$ cat src/design/ldrt_pkg.sv
package ldrt_pkg;

  localparam int SYM_W = 8;   // input symbol width
  localparam int OUT_W = 8;   // result width
  localparam int GROUP = 16;  // cells per first-level OR group

  // per-cycle command broadcast to every window cell
  typedef struct packed {
    logic clear;    // terminator: empty the window
    logic compare;  // new symbol: latch per-cell hit
    logic shift;    // drop oldest: every cell takes its younger-side neighbor
  } cell_ctl_t;

endpackage

$ cat src/design/ldrt_cell.sv
// One window slot. Oldest symbol lives in cell 0; a shift moves every
// slot one step toward cell 0.
module ldrt_cell (
  input  logic                       clk,
  input  logic                       rst_n,
  input  ldrt_pkg::cell_ctl_t        ctl,
  input  logic                       wr_sel,
  input  logic [ldrt_pkg::SYM_W-1:0] wr_sym,
  input  logic [ldrt_pkg::SYM_W-1:0] cmp_sym,
  input  logic [ldrt_pkg::SYM_W-1:0] nb_sym,
  input  logic                       nb_valid,
  input  logic                       nb_match,
  output logic [ldrt_pkg::SYM_W-1:0] sym,
  output logic                       valid,
  output logic                       match
);

  logic [ldrt_pkg::SYM_W-1:0] sym_r, sym_nxt;
  logic                       valid_r, valid_nxt;
  logic                       match_r, match_nxt;

  always_comb begin
    sym_nxt   = sym_r;
    valid_nxt = valid_r;
    match_nxt = match_r;
    if (ctl.clear) begin
      valid_nxt = 1'b0;
      match_nxt = 1'b0;
    end else begin
      if (ctl.compare) begin
        match_nxt = valid_r && (sym_r == cmp_sym);
      end
      if (ctl.shift) begin
        sym_nxt   = nb_sym;
        valid_nxt = nb_valid;
        match_nxt = nb_match;
      end
      if (wr_sel) begin
        sym_nxt   = wr_sym;
        valid_nxt = 1'b1;
        match_nxt = 1'b0;
      end
    end
  end

  always_ff @(posedge clk) begin
    sym_r <= sym_nxt;
    if (!rst_n) begin
      valid_r <= 1'b0;
      match_r <= 1'b0;
    end else begin
      valid_r <= valid_nxt;
      match_r <= match_nxt;
    end
  end

  assign sym   = sym_r;
  assign valid = valid_r;
  assign match = match_r;

endmodule

$ cat config.mk
export PLATFORM = sky130hd
export DESIGN_NAME = ldrt_cell
export DESIGN_NICKNAME = d
export VERILOG_FILES = /design/src/design/ldrt_pkg.sv /design/src/design/ldrt_cell.sv
export SDC_FILE = /design/constraint.sdc
export NUM_CORES = 1
export LEC_CHECK = 0
export ABC_AREA = 1
export BUFFER_PORTS_ARGS = -buffer_cell sky130_fd_sc_hd__buf_2
export CAP_MARGIN = 20
export CORE_MARGIN = 1.5
export CORE_UTILIZATION = 34
export DETAILED_ROUTE_END_ITERATION = 7
export PLACE_DENSITY_LB_ADDON = 0.25
export SLEW_MARGIN = 20
export SYNTH_ARGS = -nofsm -noshare
export SYNTH_HDL_FRONTEND = slang
export SYNTH_SLANG_ARGS = --single-unit
$ cat constraint.sdc
create_clock -name clk -period 1 [get_ports clk]
set_input_delay 0.2 -clock clk [delete_from_list [all_inputs] [get_ports clk]]
set_output_delay 0.2 -clock clk [all_outputs]
set_load 0.05 [all_outputs]
# Word-level counts from Yosys, hierarchy flattened
# Index checks and enable logic that the tools add are counted.
[totals]
input_bits = 32
out_inout_bits = 10
word_cells = 18
regBits = 10
[op_classes]
bitwise_logic = 2
n_eq_ne = 1
mux = 6
n_reduce_logical = 6
[ops]
columns = ["op", "count"]
rows = [
  ["8-bit 2-to-1 mux", 2],
  ["8-bit equality test", 1],
  ["1-bit 2-to-1 mux", 4],
  ["2-bit nonzero test", 2],
  ["3-bit OR reduction", 1],
  ["1-bit NOT", 2],
  ["2-bit AND reduction", 1],
  ["2-bit OR reduction", 1],
  ["1-bit logical AND", 1],
]

# Depth between registers and ports, before layout
[depth]
ltp_word = 4
ltp_mapped = 8
ltp_nobuf = 8

# Worst setup path after synthesis
# Ideal clock, no wire load.
[synth_timing]
path_type = "flip-flop to flip-flop"
from = "register sym_r, in the netlist sym[5]"
to = "register match_r (netlist: match)"
t_arrival_ns = 1.177
required_ns = 0.934
synth_period_minus_slack_ns = 1.244
path_buffers = 0
setup_ns = 0.066
stages_incl_launch_ff = 9
slack_ns = -0.244
cell_sequence = "edfxtp_1 inv_1 nand2_1 nand2_1 nor2_1 nand2_1 nor2_1 nand2_1 a21oi_2"
[synth_between]
elab_chain_cells = 4
[synth_lines]
columns = ["item", "line", "rtl"]
rows = [
  ["start, declared", "ldrt_cell.sv:18", "logic [ldrt_pkg::SYM_W-1:0] sym_r, sym_nxt;"],
  ["start signal, assigned", "ldrt_cell.sv:47", "sym_r <= sym_nxt;"],
  ["8-bit equality test", "ldrt_cell.sv:31", "match_nxt = valid_r && (sym_r == cmp_sym);"],
  ["1-bit logical AND", "ldrt_cell.sv:31", ""],
  ["1-bit 2-to-1 mux", "ldrt_cell.sv:30", "if (ctl.compare) begin"],
  ["1-bit 2-to-1 mux", "ldrt_cell.sv:33", "if (ctl.shift) begin"],
  ["end signal, assigned", "ldrt_cell.sv:53", "match_r <= match_nxt;"],
  ["end, declared", "ldrt_cell.sv:20", "logic match_r, match_nxt;"],
]
# No other way between the ends. The select of a mux whose other input is x is not followed.
# A chain may end at the register's enable or synchronous reset.

# Worst setup path after layout
[layout_timing]
from = "register sym_r, in the netlist sym[1]"
to = "output sym[1] (netlist bit)"
[layout_lines]
columns = ["item", "line", "rtl"]
rows = [
  ["end, declared", "ldrt_cell.sv:13", "output logic [ldrt_pkg::SYM_W-1:0] sym,"],
]
# No word-level cell between the ends.

==> run summary <==
CP max-delay cell - edfxtp_1
Hold slack final - 123 ps
Maximum number of pins on one net before global-route repair - 11
Slowest stage delay, CP - 430 ps
# diodes - 0
Largest family of logic cells by synthesized area - simple AND/OR/NAND/NOR gates
Combinational Power Share - 31.7%
Synthesis warning total - 0
Post-Synth Simple-Gate Area - 18.4%
Failing checks - setup timing
Worst-skew pair later-pin latency - 280 ps
Synth Area in Adders - 0%
Fraction of synthesized cell area in xor and xnor cells - 3.00%
Synthesized area - 584 µm²
CP required - 800 ps
CP top delay family - flip-flops
CP endpoint kind - output port
Initial antenna violation count - 0
Hold Vio Cnt, Final - 0
Clock Tree Buf Depth - 2
Sw power - 396 µW
Final wirelength - 1300 µm
Setup ws final - -92.8 ps
Clock power share - 24.6%
Crit path kind - flop to output port
Ports - 42
Buffers added on ports - 41
Vias - 591
Synthesized netlist cell count - 66
Die X - 44.5 µm
Max Clk Rate - 915 MHz
Count of pins over their slew limit - 0
Root Buffer - clkbuf_4
Yosys top cell by area - edfxtp_1
Post-DR wirelength/cell - 10.1 µm
Mux contribution to synthesized area - 15.4%
M1 GR Usage - 15.8%
CTS Buf Count - 3
Dominant synthesized flop cell - edfxtp_1
Worst reg-to-reg path cell count - 5
Worst-margin pin slew - 221 ps
# hold bufs at CTS - 0
Remaining routing DRC violations - 0
CTS Sinks - 10
Post-synthesis async set-or-reset flop share - 0%
Starting Density - 37.5%
LEAKAGE - 0.000471 µW
Most common cell in the synthesized netlist - nand2_1
Post-layout instance area - 921 µm²
Switching Fraction - 33.1%
Synth top area share - 41.1%
Overall routing resource usage - 15.2%
Peak VDD IR - 649 µV
FF+latch area - 283 µm²
Die ar. - 1980 µm²
Reg power frac - 43.7%
Vias in the first global route - 545
Post-synth EDFFs - 8
Post-synthesis cell type count - 17
Core region area - 1560 µm²
H-tree Lvls - 1
Congestion Overflow GR - 0
Area growth from synthesis to layout - 57.6%
Multi-input logic area - 256 µm²
Router iterations before antenna repair - 6
GPL Wtd Cong - 0.698
WP buf/inv - 1
RSZ-0062 raised after global routing - yes
Hold_sp - ctl[2]
Compound-Gate Fraction of Synth Area - 6.21%
Flops & latches, synth - 10
Pwr Density - 1300 nW/µm²
Cells along the critical path - buf_6
Layout cell share with drive strength beyond 1 - 46.9%
Worst r2r dst - match
Hold EP - valid
FF-to-FF Start - sym[7]
Syn Nets - 98
Hold Path Class - input pin to flop
Final Skew - 12.6 ps
Int Power - 801 µW
Worst Path Max Fanout - 3
TNS Setup - -647 ps
Sequential fraction of the synthesis area - 48.0%
Clock transition at path regs - 80 ps
FF-to-FF setup slack - -60 ps
Fin crit share - 109%
First-pass GRT wire length - 2080 µm
CTS tree - built
Status - finished, violations left
Nets@finish - 146
Die Ht - 44.5 µm
CP Data Arrival Time - 890 ps
M2 GR Usage - 26.2%
Final ANT Viol Nets - 0
Post-detail-place hpwl - 1020 µm
Syn avg cell area - 8.85 µm²
Grt peak-use layer - met2
Crit start category - flop
Synth top area cells - edfxtp_1, mux2_1, nand2_1
Placed inst area - 818 µm²
Num rows - 14
Met3 Use GR - 7.76%
Final setup vio count - 9
Max_slew headroom - 85.2%
Tmin final - 1090 ps
Max capacitance violation total - 0
Fill count - 150
Hold Path Cell Cnt - 2
Vias per std cell - 4.58
Synth cell count leaders - nand2_1, inv_1, edfxtp_1, mux2_1, nor2_1
Starting DRT DRC Count - 14
## worst max path at each step
stage            from     end  slack (ps)  depth (start not counted)
6_report       sym[1]  sym[1]         -90                          1
5_1_grt        sym[3]   match        -160                          8
4_1_cts        sym[1]  sym[1]        -100                          1
3_5_place_dp   wr_sel  sym[6]         -90                          4
3_3_place_gp   wr_sel  sym[6]         -60                          4
2_1_floorplan  sym[5]   match        -240                          8
## power by group through the flow
stage	Combinational, µW	Sequential, µW	Clock [µW]
after floorplan	97.1	644	0
after global placement	329	523	0
after detailed placement	334	523	0
after CTS	380	522	308
after global routing	411	526	329
final	379	523	295
## sequential cells by signal, indices dropped and copies added (netlist names)
signal  count
sym         8
valid       1
match       1
## placed cells by master (no fill, tap or decap), drive strengths merged
cell	instances
xnor2	2
dfxtp	2
inv	12
nor2	8
nor3	2
nand3	1
buf	44
a211oi	1
edfxtp	8
clkinv	1
clkbuf	3
o21ai	2
nand2	16
a21oi	3
mux2	8
## per-stage QoR
stage	worst slack [ps]	cells	total power, µW	util, %
floorplan	-244	66	741	-
global placement	-63.2	124	852	52.5
detailed placement	-86.8	124	857	52.5
CTS	-103	129	1210	58.7
global route	-161	129	1270	59.1
finish	-92.8	129	1200	59.1
## area by class of cell
type | count | share of cell area, %
Clock inverter | 1 | 0.408
Inverter | 12 | 4.89
Timing Repair Buffer | 44 | 31.5
Tap cell | 16 | 2.17
Sequential cell | 10 | 30.7
Clock buffer | 3 | 2.45
Multi-Input combinational cell | 43 | 27.9
## logic make-up (layout without fill, tap and decap cells)
family	count (synthesis)	after routing
AND/OR/NAND/NOR	27	27
flip-flops	10	10
multiplexers	8	8
XOR/XNOR	2	2
buffers and inverters	13	60
AO/OA/AOI/OAI	6	6
## what timing repair did
| item | in CTS | in global routing |
|---|---|---|
| resized for setup | 21 | 1 |
| setup buffers | 1 | 0 |
| pin swaps | 0 | 0 |
| endpoints found under the setup margin | 11 | 9 |
## metal layers
metal / up-vias / routed length [µm]
met2: 33 / 660
met1: 253 / 525
met4: 0 / 0
met3: 0 / 119
li1: 305 / -
met5: - / 0
Note: power is estimated with default switching activity, not from simulation.
