--- src/design/ldrt_pkg.sv ---
package ldrt_pkg;

  localparam int SYM_W = 8;   // input symbol width
  localparam int OUT_W = 8;   // result width
  localparam int GROUP = 16;  // cells per first-level OR group

  // per-cycle command broadcast to every window cell
  typedef struct packed {
    logic clear;    // terminator: empty the window
    logic compare;  // new symbol: latch per-cell hit
    logic shift;    // drop oldest: every cell takes its younger-side neighbor
  } cell_ctl_t;

endpackage

--- src/design/ldrt_hit_reduce.sv ---
// Two-level OR of the per-cell hit flags; first level registered.
module ldrt_hit_reduce #(
  parameter int CELLS = 255
) (
  input  logic             clk,
  input  logic             rst_n,
  input  logic [CELLS-1:0] hits,
  output logic             present
);

  localparam int GROUPS = (CELLS + ldrt_pkg::GROUP - 1) / ldrt_pkg::GROUP;
  localparam int PW     = GROUPS * ldrt_pkg::GROUP;

  typedef logic [PW-1:0] pad_t;

  pad_t              padded;
  logic [GROUPS-1:0] group_r, group_nxt;

  assign padded = pad_t'(hits);

  always_comb begin
    for (int g = 0; g < GROUPS; g++) begin
      group_nxt[g] = |padded[g*ldrt_pkg::GROUP +: ldrt_pkg::GROUP];
    end
  end

  always_ff @(posedge clk) begin
    if (!rst_n) begin
      group_r <= '0;
    end else begin
      group_r <= group_nxt;
    end
  end

  assign present = |group_r;

endmodule

--- config.mk ---
export PLATFORM = sky130hd
export DESIGN_NAME = ldrt_hit_reduce
export DESIGN_NICKNAME = d
export VERILOG_FILES = /design/src/design/ldrt_pkg.sv /design/src/design/ldrt_hit_reduce.sv
export SDC_FILE = /design/constraint.sdc
export NUM_CORES = 1
export LEC_CHECK = 0
export ABC_AREA = 1
export BUFFER_PORTS_ARGS = -buffer_cell sky130_fd_sc_hd__buf_2
export CAP_MARGIN = 30
export CELL_PAD_IN_SITES_DETAIL_PLACEMENT = 0
export CELL_PAD_IN_SITES_GLOBAL_PLACEMENT = 1
export CORE_ASPECT_RATIO = 1.25
export CORE_UTILIZATION = 12
export DETAILED_ROUTE_END_ITERATION = 16
export GPL_ROUTABILITY_DRIVEN = 0
export HOLD_SLACK_MARGIN = 0.03
export PLACE_DENSITY = 0.79
export SYNTH_ARGS = -nofsm -noshare
export SYNTH_HDL_FRONTEND = slang
export SYNTH_SLANG_ARGS = --single-unit
--- constraint.sdc ---
create_clock -name clk -period 0.8 [get_ports clk]
set_clock_uncertainty 0.2 [all_clocks]
set_input_delay 0.04 -clock clk [delete_from_list [all_inputs] [get_ports clk]]
set_output_delay 0.04 -clock clk [all_outputs]
set_load 0.01 [all_outputs]
Word-level counts from Yosys, hierarchy flattened
Index checks and enable logic that the tools add are counted.
{"block": "totals", "output_inout_bits": 1, "inputBits": 257, "word_cells": 18, "register_bits": 16}
{"block": "classes", "reduce_logical": 17}
{"operator": "$reduce_or 16->1", "n": 16}
{"operator": "$reduce_or 15->1", "n": 1}

Depth between registers and ports, before layout
Gate-level depths: netlist of the first run.
{"block": "depth", "word_depth": 1, "ltp_mapped": 4}

Worst setup path after synthesis of the first run
No wires, ideal clock.
{"block": "synth_path", "path_type": "register -> output", "startpoint": "register group_r[15]", "endpoint": "output present", "t_required_ps": 560, "path_stages_with_launch": 5, "n_path_buf": 0, "slack_ps": -29, "arrival_time_ps": 589, "cell_sequence": "dfxtp_1 nor2_1 nand2_1 nor2_1 nand2_1"}
{"block": "synth_via", "elab_chain_cells": 1}
{"item": "from (decl)", "line": "ldrt_hit_reduce.sv:17", "rtl": "logic [GROUPS-1:0] group_r, group_nxt;"}
{"item": "from (signal assigned)", "line": "ldrt_hit_reduce.sv:31", "rtl": "group_r <= group_nxt;"}
{"item": "$reduce_or 16->1", "line": "ldrt_hit_reduce.sv:35", "rtl": "assign present = |group_r;"}
{"item": "to (decl)", "line": "ldrt_hit_reduce.sv:8", "rtl": "output logic present"}
No other way between the ends.

Worst setup path in the final report of the first run
{"block": "layout_path", "startpoint": "register group_r[7]", "endpoint": "output present"}
Same word-level chain as after synthesis.

==> summary.md, run 1 <==
| Metric | Value |
|---|---|
| Outcome | finished with violations |
| Failing checks | negative hold slack, negative setup slack |
| Syn Nets | 530 |
| Layout Nets | 793 |
| Fin crit period | 1.25 ns |
| Worst hold stages | 5 |
| Post-synth top flop | dfxtp_1 |
| Hold Crit Class | input pin to flip-flop |
| Worst Path Max Fanout | 1 |
| Number of global-route vias before repair | 2269 |
| Area delta synth->final | 114% |
| Startpoint Class | flip-flop |
| Die Wd | 97.5 microns |
| Initial core utilization | 0.123 |
| CP endpoint kind | output pin |
| Slew headroom | 0.846 |
| Worst-Margin Slew | 0.231 ns |
| Cts repair resizes | 0 |
| Setup WS post-layout | -0.452 ns |
| Syn Inst Count | 273 |
| Clock sink total | 16 |
| Max_cap viols | 0 |
| Antenna diodes | 0 |
| Clk buf depth | 2 |
| Netlist cell types | 9 |
| Endpoint, Worst Hold | group_r[3] |
| Vert. Die Dim | 121 microns |
| Worst endpoint required time | 0.56 ns |
| Rows | 43 |
| Max reg flops | 16 |
| Top reg by flops | group_r |
| Drt total wl | 6.58 mm |
| Final hold violations | 15 |
| Per-cell routed wire length | 9.82 microns |
| Synth top cells by count | nor2_1, nand2_1, dfxtp_1 |
| DR pass1 iterations | 4 |
| Tcrit/Tclk final | 1.57 |
| Max Fclk | 799 MHz |
| Placed Area | 2840 sq um |
| Core Area | 11100 sq um |
| Die ar. | 11800 sq um |
| P_leak | 0.00157 uW |
| Power, Total | 2790 uW |
| Async S/R FF share, synth | 0 |
| Top cells by area, synth | nor2_1, dfxtp_1, nand2_1, a21oi_2, nor2_2 |
| Vias per cell | 3.73 |
| IO Port Bufs | 257 |
| RSZ-0062 raised after global routing | true |
| Hold path startpoint | hits[62] |
| Io pins | 258 |
| Final setup violating endpoints | 1 |
| TritonCTS Buffers | 3 |
| Root Buffer | clkbuf_16 |
| Syn Area/Cell | 5.01 sq um |
| Power per cell area | 953 nW/um^2 |
| Antenna violations before repair | 0 |
| EDFF count, synth | 0 |
| Seq/Total Area, Yosys | 0.234 |
| Mapped Area | 1370 sq um |
| CP arrival | 1.01 ns |
| Layout cells sized above 1 | 0.525 |
| Slew Viols, Final | 0 |
| Synth top area share | 0.445 |
| Largest net degree at the start of global routing | 10 |
| Cell area after layout | 2930 sq um |
| Iter 0 DRT Violations | 34 |
| Final ANT Viol Nets | 0 |
| Fin Hold WS | -0.0679 ns |
| Via count | 2500 |
| Crit path kind | flip-flop to output pin |
| Global-route wire length before repair | 9.59 mm |
| Clock slew at reported path FFs | 0.05 ns |
| DP Wirelength | 6.20 mm |
| CTS tree | yes |
| Htree depth | 1 |
| Cell taking the most area after synthesis | nor2_1 |
| Yosys warnings | 0 |
| Largest registers | group_r x16 |
| Most frequent cell after synthesis | nor2_1 |
| GRT Residual Overflow | 0 |
| Post-CTS Setup Bufs | 0 |
| GRT Total Usage | 0.105 |
| Number of synthesized register bits | 16 |
| Peak supply drop | 565 uV |
| DRC | 0 |
repair_timing:
action / 4_1_cts / 5_1_grt
pin swaps: 1 / 2
setup endpoints to repair: 1 / 1
hold endpoints to repair: 15 / 15
metal layers:
layer,up-vias,routed length [microns],global-route usage
met5,-,0,0
met4,0,68,0.0313
met3,4,603,0.0253
met2,152,3600,0.219
met1,987,2310,0.0982
li1,1357,-,-
through the flow:
| step | worst slack, ns | setup TNS (ns) | std cells | util | hold slack (ns) |
|---|---|---|---|---|---|
| 4_1_cts | -0.476 | -0.476 | 670 | 0.264 | -0.0646 |
| 5_1_grt | -0.590 | -0.590 | 670 | 0.264 | -0.0215 |
| 3_3_place_gp | -0.210 | -1.08 | 666 | 0.256 | 0.188 |
| 2_1_floorplan | -0.0286 | -0.0286 | 273 | - | 0.00972 |
| 6_report | -0.452 | -0.452 | 670 | 0.264 | -0.0679 |
| 3_5_place_dp | -0.216 | -1.15 | 666 | 0.256 | 0.189 |
power by group:
group | switching (uW) | internal [uW]
sequential | 11.0 | 843
combinational | 340 | 561
clock | 279 | 756
total | 630 | 2160
layout by cell type, fill, tap and decap left out:
cell type / instances
nor2_1: 162
inv_1: 1
inv_2: 1
clkbuf_16: 3
buf_12: 1
a21oi_2: 10
buf_2: 257
nor2_2: 7
buf_4: 1
dfxtp_1: 16
a21oi_1: 6
nand2_1: 69
clkbuf_8: 1
area by class of cell:
type | count | area (sq um)
clock buffer | 4 | 88.8
fill | 1245 | 8160
inverter | 2 | 7.51
multi-input combinational | 254 | 1030
sequential | 16 | 320
tap | 135 | 169
timing repair buffer | 259 | 1310
worst max path at each step:
stage          endpoint  slack, ns   startpoint  depth (start not counted)
4_1_cts         present      -0.48   group_r[9]                          5
5_1_grt         present      -0.59  group_r[10]                          5
2_1_floorplan   present      -0.03  group_r[15]                          4
6_report        present      -0.45   group_r[7]                          5
3_5_place_dp    present      -0.22   group_r[9]                          5
3_3_place_gp    present      -0.21   group_r[9]                          5
cells by family (layout without fill, tap and decap cells):
group | after synthesis | after routing | synth area share
AND/OR/NAND/NOR | 238 | 238 | 0.666
buffers and inverters | 3 | 265 | 0.0137
flip-flops | 16 | 16 | 0.234
AO/OA/AOI/OAI | 16 | 16 | 0.0860
critical path, cell delays in order, from the launching register on:
cell	delay, ns
dfxtp_1	0.29
nor2_1	0.10
nand2_1	0.07
nor2_1	0.10
nand2_1	0.07
buf_2	0.14
(Power assumes the default switching activity.)
==> run 2: changes to the inputs <==
ABC_AREA = not set   (was 1)
CORE_AREA = 2 2 99 101   (was not set)
CORE_ASPECT_RATIO = not set   (was 1.25)
CORE_UTILIZATION = not set   (was 12)
CTS_CLUSTER_SIZE = 28   (was not set)
DIE_AREA = 0 0 101 103   (was not set)
GPL_TIMING_DRIVEN = 0   (was not set)
PLACE_DENSITY = 0.84   (was 0.79)
==> run 2 against run 1 <==
  * The flow still finishes with violations (negative hold slack, negative setup slack)
  * Sequential power rose by 2%
  * Clock-buffer cell count did not move
  * Maximum frequency fell by 13%
  * Power fell by 15%
  * Combinational power fell by 15%
  * Critical path type unchanged
==> summary.md, run 2 <==
| Metric | Value |
|---|---|
| Hold Crit Class | input pin to flip-flop |
| Worst hold stages | 3 |
| Largest net degree at the start of global routing | 11 |
| Tcrit/Tclk final | 1.80 |
| DR pass1 iterations | 4 |
| Register area | 324 sq um |
| Seq/Total Area, Yosys | 0.354 |
| Final setup violating endpoints | 1 |
| Cell taking the most area after synthesis | nor4_1 |
| Startpoint Class | flip-flop |
| Post-synth top flop | dfxtp_1 |
| Worst endpoint required time | 0.56 ns |
| Hold path startpoint | hits[232] |
| DP Worst Slack | -0.725 ns |
| DRC | 0 |
| Per-cell routed wire length | 13.1 microns |
| CP endpoint kind | output pin |
| Final ANT Viol Nets | 0 |
| Layout Nets | 622 |
| Netlist cell types | 7 |
| CTS tree | yes |
| Async S/R FF share, synth | 0 |
| Mapped Area | 906 sq um |
| Iter 0 DRT Violations | 19 |
| Global-route wire length before repair | 7.90 mm |
| Util after Layout | 0.259 |
| Antenna violations before repair | 0 |
| Largest registers | group_r x16 |
| Most frequent cell after synthesis | nor4_1 |
| Area delta synth->final | 170% |
| Placed Area | 2330 sq um |
| Crit path kind | flip-flop to output pin |
| Worst Path Max Fanout | 1 |
| Dpl cells | 474 |
| Final hold violations | 16 |
| EDFF count, synth | 0 |
| Top reg by flops | group_r |
| CP arrival | 1.20 ns |
| RSZ-0062 raised after global routing | true |
| Clock sink total | 16 |
| Rows | 36 |
| Crit path from | group_r[10] |
| Antenna diodes | 0 |
| DP Wirelength | 5.49 mm |
| Slew headroom | 0.776 |
| IO Port Bufs | 257 |
| Fin Hold WS | -0.125 ns |
| Number of global-route vias before repair | 1857 |
| Vert. Die Dim | 103 microns |
| GRT Residual Overflow | 0 |
| Failing checks | negative hold slack, negative setup slack |
| Area occupied by multi-input gates | 626 sq um |
| Power per cell area | 967 nW/um^2 |
| Most frequent cells in the layout | buf_2, nor4_1, a41oi_1 |
| Top cells by area, synth | nor4_1, dfxtp_1, a41oi_1, buf_6, nand4_1 |
| Die Wd | 101 microns |
| P_leak | 0.00124 uW |
| Non-Filler Instances | 478 |
| Clock slew at reported path FFs | 0.06 ns |
| Endpoint, Worst Hold | group_r[14] |
| Syn Inst Count | 103 |
| Initial core utilization | 0.0958 |
| Setup WS post-layout | -0.636 ns |
| Via count | 2046 |
| Cell area after layout | 2450 sq um |
| TritonCTS Buffers | 3 |
| Slew Viols, Final | 0 |
| GRT Total Usage | 0.0988 |
| Syn Area/Cell | 8.79 sq um |
| Vias per cell | 4.28 |
| Synth top area share | 0.463 |
| Synth top cells by count | nor4_1, a41oi_1, dfxtp_1 |
| Drt total wl | 6.26 mm |
| Io pins | 258 |
| Number of synthesized register bits | 16 |
| Max Fclk | 696 MHz |
| Max reg flops | 16 |
| Peak supply drop | 382 uV |
| Die ar. | 10400 sq um |
| Most common cell after layout, fill and taps aside | buf_2 |
| Fin crit period | 1.44 ns |
| Layout cells sized above 1 | 0.747 |
| Fill count | 1022 |
| Outcome | finished with violations |
| Worst-Margin Slew | 0.333 ns |
| Root Buffer | clkbuf_8 |
| Core Area | 9460 sq um |
| Yosys warnings | 0 |
| Syn Nets | 360 |
| Htree depth | 1 |
| Clk buf depth | 2 |
| Max_cap viols | 0 |
==> run 2: cell types whose count changed in the layout (fill, tap and decap cells not counted), sizes merged <==
cell and change:
buf -1, nand2 -69, nor4 +67, nor2 -169, inv -1, a21oi -16, nand4 +1, nor3 +1
a41oi +16
==> run 2: how the worst max path moves through the flow <==
stage               slack, ns      end  cells past startpoint
finish                  -0.64  present                      3
global route            -0.71  present                      3
CTS                     -0.70  present                      3
detailed placement      -0.72  present                      3
global placement        -0.70  present                      3
floorplan               -0.14  present                      2
==> run 2: worst max-delay path, stage by stage, from the launching register on <==
cell	delay, ns
dfxtp_2	0.32
nor4_4	0.34
nand4_1	0.12
buf_2	0.16
==> run 2: metal layers <==
layer  part of all wire  up-vias  track usage  routed length (microns)
li1                   -     1014            -                        -
met1               0.37      875        0.102                     2320
met2               0.53      151        0.211                     3300
met3              0.098        6       0.0197                      615
met4             0.0054        0      0.00520                       34
met5                  0        -            0                        0
==> run 2: stage by stage <==
| step | TNS [ns] | hold WS (ns) | power (uW) |
|---|---|---|---|
| floorplan | -0.142 | 0.0229 | 965 |
| global placement | -3.85 | 0.139 | 1620 |
| detailed placement | -3.99 | 0.127 | 1630 |
| CTS | -0.704 | -0.136 | 2430 |
| global route | -0.730 | -0.116 | 2520 |
| finish | -0.636 | -0.125 | 2370 |
==> run 2: cell families after synthesis <==
logic type	synth area share
simple gates	0.475
flops	0.354
compound gates	0.155
buf+inv	0.0166
==> run 2: layout make-up <==
class                           count  area share
Timing Repair Buffer              257       0.525
Multi-Input combinational cell     85       0.255
Sequential cell                    16       0.132
Tap cell                          114      0.0583
Clock buffer                        4      0.0225
Buffer                              1     0.00460
Inverter                            1     0.00153
==> run 2: where the power goes <==
part	total, uW	internal (uW)	switching (uW)
sequential	867	842	25.1
clock	730	437	293
combinational	770	503	268
==> run 2: what timing repair did <==
item	CTS	global route
buffers inserted	0	0
gates resized for setup	6	5
hold endpoints to repair	16	16
setup endpoints to repair	1	3
pin swaps	2	2
==> run 3: changes to the inputs <==
REMOVE_ABC_BUFFERS = 1   (was not set)
==> run 3 against run 2 <==
  * Combinational power grew 1%
  * Power fell by 5.4%
  * Flip-flop and latch count unchanged
  * Clock power is 19% lower
  * Maximum frequency is 0.34% higher
  * Worst setup slack improved by 0.0048 ns
  * Largest cell class unchanged
  * Sequential share of layout area decreased by 0.098 points
  * Largest power group unchanged
  * The flow still finishes with violations (negative hold slack, negative setup slack)
  * Via count up 1.5%
  * Cell area rose by 0.36%
  * Routed wire length rose by 2.4%
  * Utilization grew 0.093 points
  * Critical path depth unchanged
==> summary.md, run 3 (same netlist as run 2, synthesis figures left out) <==
| Metric | Value |
|---|---|
| Outcome | finished with violations |
| Failing checks | negative hold slack, negative setup slack |
| Htree depth | 1 |
| Slew headroom | 0.745 |
| Power, Total | 2240 uW |
| Clock slew at reported path FFs | 0.06 ns |
| Startpoint Class | flip-flop |
| Antenna diodes | 0 |
| DRC | 0 |
| Largest net degree at the start of global routing | 17 |
| Final setup TNS | -0.632 ns |
| Worst endpoint required time | 0.56 ns |
| Io pins | 258 |
| Most frequent cells in the layout | buf_2, nor4_1, a41oi_1 |
| CP arrival | 1.19 ns |
| RSZ-0062 raised after global routing | true |
| Vias per cell | 4.36 |
| Final hold violations | 16 |
| Max_cap viols | 0 |
| Global-route wire length before repair | 8.40 mm |
| Rows | 36 |
| Fin crit period | 1.43 ns |
| GRT Residual Overflow | 0 |
| Most common cell after layout, fill and taps aside | buf_2 |
| TritonCTS Buffers | 3 |
| Slew Viols, Final | 0 |
| Tcrit/Tclk final | 1.79 |
| Per-cell routed wire length | 13.5 microns |
| Initial core utilization | 0.0958 |
| Dpl cells | 473 |
| Final ANT Viol Nets | 0 |
| Layout Nets | 621 |
| Power per cell area | 911 nW/um^2 |
| Fin Hold WS | -0.117 ns |
| Via count | 2077 |
| IO Port Bufs | 257 |
| CTS tree | yes |
| Crit path kind | flip-flop to output pin |
| Area delta synth->final | 171% |
| Worst-Margin Slew | 0.382 ns |
| Antenna violations before repair | 0 |
| DP Wirelength | 5.74 mm |
| Non-Filler Instances | 476 |
| Worst Path Max Fanout | 1 |
| Vert. Die Dim | 103 microns |
| Die Wd | 101 microns |
| Layout cells sized above 1 | 0.754 |
| Core Area | 9460 sq um |
| CP endpoint kind | output pin |
| P_leak | 0.00123 uW |
| Peak supply drop | 276 uV |
| Number of global-route vias before repair | 1883 |
| Setup WS post-layout | -0.632 ns |
| Clock sink total | 16 |
| Final setup violating endpoints | 1 |
| Root Buffer | clkbuf_8 |
| Die ar. | 10400 sq um |
| Fill count | 1058 |
| Clk buf depth | 2 |
| DR pass1 iterations | 4 |
| Max reg flops | 16 |
| Iter 0 DRT Violations | 36 |
| GRT Total Usage | 0.106 |
| Hold Crit Class | input pin to flip-flop |
| Largest registers | group_r x16 |
| Drt total wl | 6.41 mm |
| Top reg by flops | group_r |
| Max Fclk | 699 MHz |
==> run 3: critical path, cell delays in order (launching register included) <==
cell,delay [ns]
dfxtp_2,0.33
nor4_4,0.34
nand4_1,0.13
buf_2,0.16
==> run 3: final timing paths <==
check	to	depth (start not counted)	slack, ns	start
worst max-delay path	present	3	-0.63	group_r[9]
worst min-delay path	group_r[2]	3	-0.12	hits[46]
==> run 3: cell type report <==
cell class                      count  area [sq um]  share of cell area
Clock buffer                        3          41.3              0.0168
Multi-Input combinational cell     85           661               0.269
Timing Repair Buffer              257          1290               0.523
Inverter                            1          3.75             0.00153
Tap cell                          114           143              0.0580
Sequential cell                    16           323               0.131
==> run 3: per-layer routing <==
layer | part of all wire | global-route usage
met2 | 0.53 | 0.213
met5 | 0 | 0
met4 | 0.0048 | 0.0125
met3 | 0.10 | 0.0163
met1 | 0.37 | 0.119
==> run 3: where the power goes <==
group	internal [uW]	switching, uW	leakage (uW)	total (uW)
combinational	502	278	0.00108	781
clock	333	260	0.0000216	593
sequential	842	24.2	0.000135	866
==> run 3: what timing repair did <==
| item | in CTS | in global routing |
|---|---|---|
| pin swaps | 1 | 2 |
| endpoints found under the hold margin | 16 | 16 |
| buffers inserted | 0 | 0 |
| endpoints found under the setup margin | 4 | 2 |
| gates resized for setup | 9 | 6 |
==> run 3: per-stage QoR <==
step / hold WS [ns] / utilization / worst slack [ns] / area, sq um
finish: -0.117 / 0.260 / -0.632 / 2460
global route: -0.0972 / 0.260 / -0.732 / 2460
CTS: -0.119 / 0.256 / -0.701 / 2420
detailed placement: 0.143 / 0.246 / -0.727 / 2320
global placement: 0.138 / 0.246 / -0.710 / 2320
floorplan: 0.0248 / - / -0.142 / 895
